## config.mk

```make
export PLATFORM = sky130hd
export DESIGN_NAME = arpc_cell
export DESIGN_NICKNAME = d
export VERILOG_FILES = /design/src/rtl/arpc_pkg.sv /design/src/rtl/arpc_cell.sv
export SDC_FILE = /design/constraint.sdc
export NUM_CORES = 1
export LEC_CHECK = 0
export ABC_AREA = 0
export BUFFER_PORTS_ARGS = -buffer_cell sky130_fd_sc_hd__clkbuf_2
export CAP_MARGIN = 20
export CORE_MARGIN = 2
export CORE_UTILIZATION = 35
export CTS_CLUSTER_SIZE = 16
export DETAILED_ROUTE_END_ITERATION = 8
export GPL_ROUTABILITY_DRIVEN = 0
export PLACE_DENSITY = 0.71
export SLEW_MARGIN = 20
export SYNTH_ARGS = -nofsm -noshare
export SYNTH_HDL_FRONTEND = slang
export SYNTH_SLANG_ARGS = --single-unit
export TNS_END_PERCENT = 20
```

## constraint.sdc

```tcl
create_clock -name clk_i -period 3.3 [get_ports clk_i]
set_clock_uncertainty 0.1 [all_clocks]
set_input_delay 0.165 -clock clk_i [delete_from_list [all_inputs] [get_ports clk_i]]
set_output_delay 0.165 -clock clk_i [all_outputs]
set_load 0.05 [all_outputs]
```

## src/rtl/arpc_pkg.sv

```systemverilog
`timescale 1ns / 1ps
// arpc_pkg: shared types and codes for the arp cache and responder
// no dependencies; used by arpc_cell and arp_cache_and_responder
package arpc_pkg;

  localparam int IpW   = 32;
  localparam int MacW  = 48;
  localparam int OpW   = 16;
  localparam int HostW = 8;
  localparam int ActW  = 2;
  localparam int KindW = 2;
  localparam int ResOpW = 2;

  // stream payload widths, padded to whole bytes
  localparam int InDataW  = 136;
  localparam int OutDataW = 168;

  // input actions
  localparam logic [ActW-1:0] ACT_RX_ARP = 2'd0;
  localparam logic [ActW-1:0] ACT_LOOKUP = 2'd1;
  localparam logic [ActW-1:0] ACT_PROBE  = 2'd2;
  localparam logic [ActW-1:0] ACT_INSERT = 2'd3;

  // result kinds
  localparam logic [KindW-1:0] KIND_REPLY   = 2'd0;
  localparam logic [KindW-1:0] KIND_REQUEST = 2'd1;
  localparam logic [KindW-1:0] KIND_FORWARD = 2'd2;
  localparam logic [KindW-1:0] KIND_STATUS  = 2'd3;

  // arp opcodes
  localparam logic [OpW-1:0]    ARP_OP_REQUEST = 16'd1;
  localparam logic [OpW-1:0]    ARP_OP_REPLY   = 16'd2;
  localparam logic [ResOpW-1:0] RES_OP_NONE    = 2'd0;
  localparam logic [ResOpW-1:0] RES_OP_REQUEST = 2'd1;
  localparam logic [ResOpW-1:0] RES_OP_REPLY   = 2'd2;

  // register indexes
  localparam logic REG_LOCAL_IP  = 1'b0;
  localparam logic REG_LOCAL_MAC = 1'b1;

  localparam logic [MacW-1:0] BCAST_MAC   = 48'hFFFF_FFFF_FFFF;
  localparam logic [IpW-1:0]  SUBNET_MASK = 32'hFFFF_FF00;

  typedef struct packed {
    logic [IpW-1:0]  ip;
    logic [MacW-1:0] mac;
  } entry_t;

  typedef struct packed {
    logic           shift;
    logic [IpW-1:0] key;
  } cell_ctrl_t;

  typedef struct packed {
    logic [ActW-1:0]  action;
    logic [OpW-1:0]   arp_op;
    logic [IpW-1:0]   sender_ip;
    logic [MacW-1:0]  sender_mac;
    logic [IpW-1:0]   target_ip;
    logic [HostW-1:0] host_number;
  } item_t;

endpackage

```

## src/rtl/arpc_cell.sv

```systemverilog
`timescale 1ns / 1ps
// arpc_cell: one cache entry of the chain, shifts in from its neighbor on insert
// and registers a compare against the broadcast key; depends on arpc_pkg
module arpc_cell
  import arpc_pkg::*;
(
  input  logic             clk_i,
  input  logic             rst_ni,
  input  cell_ctrl_t       ctrl_i,
  input  logic             valid_i,
  input  entry_t           entry_i,
  output entry_t           entry_o,
  output logic             hit_o,
  output logic [MacW-1:0]  mac_o
);

  entry_t entry_q;
  logic   hit_q;
  logic   hit_d;

  assign hit_d = valid_i && (entry_q.ip == ctrl_i.key);

  always_ff @(posedge clk_i) begin
    if (ctrl_i.shift) begin
      entry_q <= entry_i;
    end
  end

  always_ff @(posedge clk_i or negedge rst_ni) begin
    if (!rst_ni) begin
      hit_q <= 1'b0;
    end else begin
      hit_q <= hit_d;
    end
  end

  assign entry_o = entry_q;
  assign hit_o   = hit_q;
  assign mac_o   = hit_q ? entry_q.mac : '0;

endmodule

```

==> results.md <==
- Worst Hold Class: input port to flip-flop
- Ys async rst share: around 1.2%
- CTS tree: built
- Post-Route WL: about 8700 µm
- Yosys top cell by area: edfxtp_1
- Critical path class: flip-flop to output pin
- Crit path required time: between 3000 and 4000 ps
- DR pass1 iterations: 4
- Number of flops mapped to enable cells by yosys: 80
- Post-layout util: between 60 and 70%
- Area Overhead vs Synth: 76.6%
- Status: finished, final reports clean
- Detail Route Antenna Nets: 0
- Share of cells above drive strength 1: approximately half
- Sequential Power Share: between 40% and 50%
- DR vias: around 2700
- Minimum clock period: between 1500 and 2000 ps
- Post-DP HPWL: slightly below 6000 µm
- Nets: 626
- Clk slew on worst S/H paths: ~70 ps
- Final Hold Viols: 0
- Htree depth: 3
- Core area: just under 9000 µm²
- CTS sink cnt: just over 80
- Gate count of the mapped netlist: roughly 180
- Setup TNS: 0 ps
- Net count after synthesis: 294
- Skew-Pair Late Insertion Delay: approximately 340 ps
- Post-DR vias/cell: roughly 4.3
- Total CTS buffers: 9
- Pwr per Cell Area: about 470 nW/µm²
- Cell with the most instances after synthesis: edfxtp_1
- Sequential share of the synthesized area: between 70% and 80%
- Clock Tree Root: clkbuf_8
- Antenna diode count: 0
- Most common library cells after synthesis: 80 x edfxtp_1, 48 x and2_1, 31 x xor2_1
- Max transition margin: 33.1%
- Post_cts resized: 0
- Sw Share: 29.5%
- Most common flop cell mapped by yosys: edfxtp_1
- Final Cycle Share: a little under three fifths
- Critical path arrival: ~1600 ps
- IR drop worst, VDD: about 0.00032 V
- Wire length per cell: between 10 and 15 µm
- Area contributors post-synth: edfxtp_1 77%, and2_1 9.7%, xor2_1 8.8%
- Unrepaired setup endpoints after global routing: false
- Tot GR Track Use: about 18%
- Switch Pwr: 766 µW
- I/O pins: ~250
- Critical path peak fanout: 49
- WHS: 46.8 ps
- Rows: 34
- Slew Limit Fails: 0
- FF+latch count, synth: 81
- Mapped cell area: 3100 µm²
- Largest net degree at the start of global routing: 81
- First-pass GRT wire length: roughly 13000 µm
- Unique masters post-synth: 11
- Initial antenna violation count: 0
- Bufs on Longest Clock Path: 2
- Starting Density: about 36%
- Port Buffers: approximately 240
- Drt drc: 0
- CP Launch Type: flip-flop
- Slew @ Worst Pin: roughly 1000 ps
- Number of global-route vias before repair: about 2800
- Internal power: 1.83 mW
- # setup viols final: 0
- Initial DRC Count: 91
- Yosys Warn Count: 0
- Synthesized area per cell: ~17 µm²
- GR Overflow Total: 0
- Clk pwr share: between 20% and 30%
- Die Height: approximately 100 µm
- Comb power frac: 21.4%
- Share of the synthesized area in the top cell type: a little under 80%
- Leak: ~2.6 nW
- Crit. End Element: output pin
- Die span in x: between 90 and 100 µm
- Achievable frequency: ~0.53 GHz
- Max Cap Viol: 0
- Total die area: around 9600 µm²
## layer usage
| metal | track usage, % | vias to the layer above | wire, µm |
|---|---|---|---|
| li1 | - | 1299 | - |
| met1 | 19.5 | 1204 | 3120 |
| met2 | 32.5 | 150 | 4770 |
| met3 | 4.87 | 11 | 704 |
| met4 | 6.32 | 0 | 115 |
| met5 | 0 | - | 0 |
## metrics by stage
step	setup WS [ps]	cell area, µm²	instances	total power, mW
after floorplan	1490	3100	178	1.60
after global placement	1550	4440	525	1.76
after detailed placement	1400	4440	525	1.77
after CTS	1020	5480	623	2.63
after global routing	1280	5480	623	2.70
final	1420	5480	623	2.60
## flip-flops by register name, indices dropped and copies added (netlist names)
name / flops
entry_o: 80
hit_o: 1
## cell type report
cell class | count | area (µm²)
clock buffers | 12 | 135
clock inverters | 4 | 77.6
fillers | 672 | 3200
multi-input cells | 92 | 656
flip-flops and latches | 81 | 2430
well taps | 108 | 135
repair buffers | 326 | 2040
## power groups by stage
stage / sequential (mW) / combinational, mW / clock [mW]
2_1_floorplan: 1.56 / 0.0335 / 0
3_3_place_gp: 1.29 / 0.476 / 0
3_5_place_dp: 1.29 / 0.480 / 0
4_1_cts: 1.27 / 0.558 / 0.800
5_1_grt: 1.28 / 0.583 / 0.833
6_report: 1.27 / 0.558 / 0.774
## worst max-delay path, stage by stage (launching register included)
cell	delay (ps)
dfrtp_2	740
and2_1	230
clkbuf_2	290
## cell families (layout without fill, tap and decap cells)
kind of cell           count (synthesis)  count (layout)  share of synthesized area (%)
AND/OR/NAND/NOR                       60              60                           12.1
flip-flops                            81              81                           78.3
buffers and inverters                  5             342                          0.605
XOR/XNOR                              32              32                           9.04
## worst paths after layout
kind | start | endpoint | slack (ps) | depth (start not counted)
max | hit_o | mac_o[34] | 1420 | 2
min | ctrl_i[7] | hit_o | 50 | 4
max reg2reg | entry_o[63] | hit_o | 1740 | 4
min reg2reg | entry_o[55] | hit_o | 510 | 3
max in group asynchronous | rst_ni | hit_o | 2940 | 2
min in group asynchronous | rst_ni | hit_o | 70 | 2
## layout by cell type, fill, tap and decap left out, types with 2 or more instances in the layout
master | synthesis | layout
nor4_1 | 7 | 7
clkbuf_2 | 0 | 243
bufinv_16 | 0 | 2
clkbuf_8 | 0 | 9
and2_1 | 48 | 48
xor2_1 | 31 | 31
clkinv_4 | 0 | 2
edfxtp_1 | 80 | 80
clkbuf_1 | 5 | 3
dlygate4sd3_1 | 0 | 82
nand3_1 | 2 | 2
## repair_timing
item                                   CTS  global route
endpoints found under the hold margin   82             0
setup buffers                            0             0
hold buffers                            82             0
Note: power is estimated with default switching activity, not from simulation.
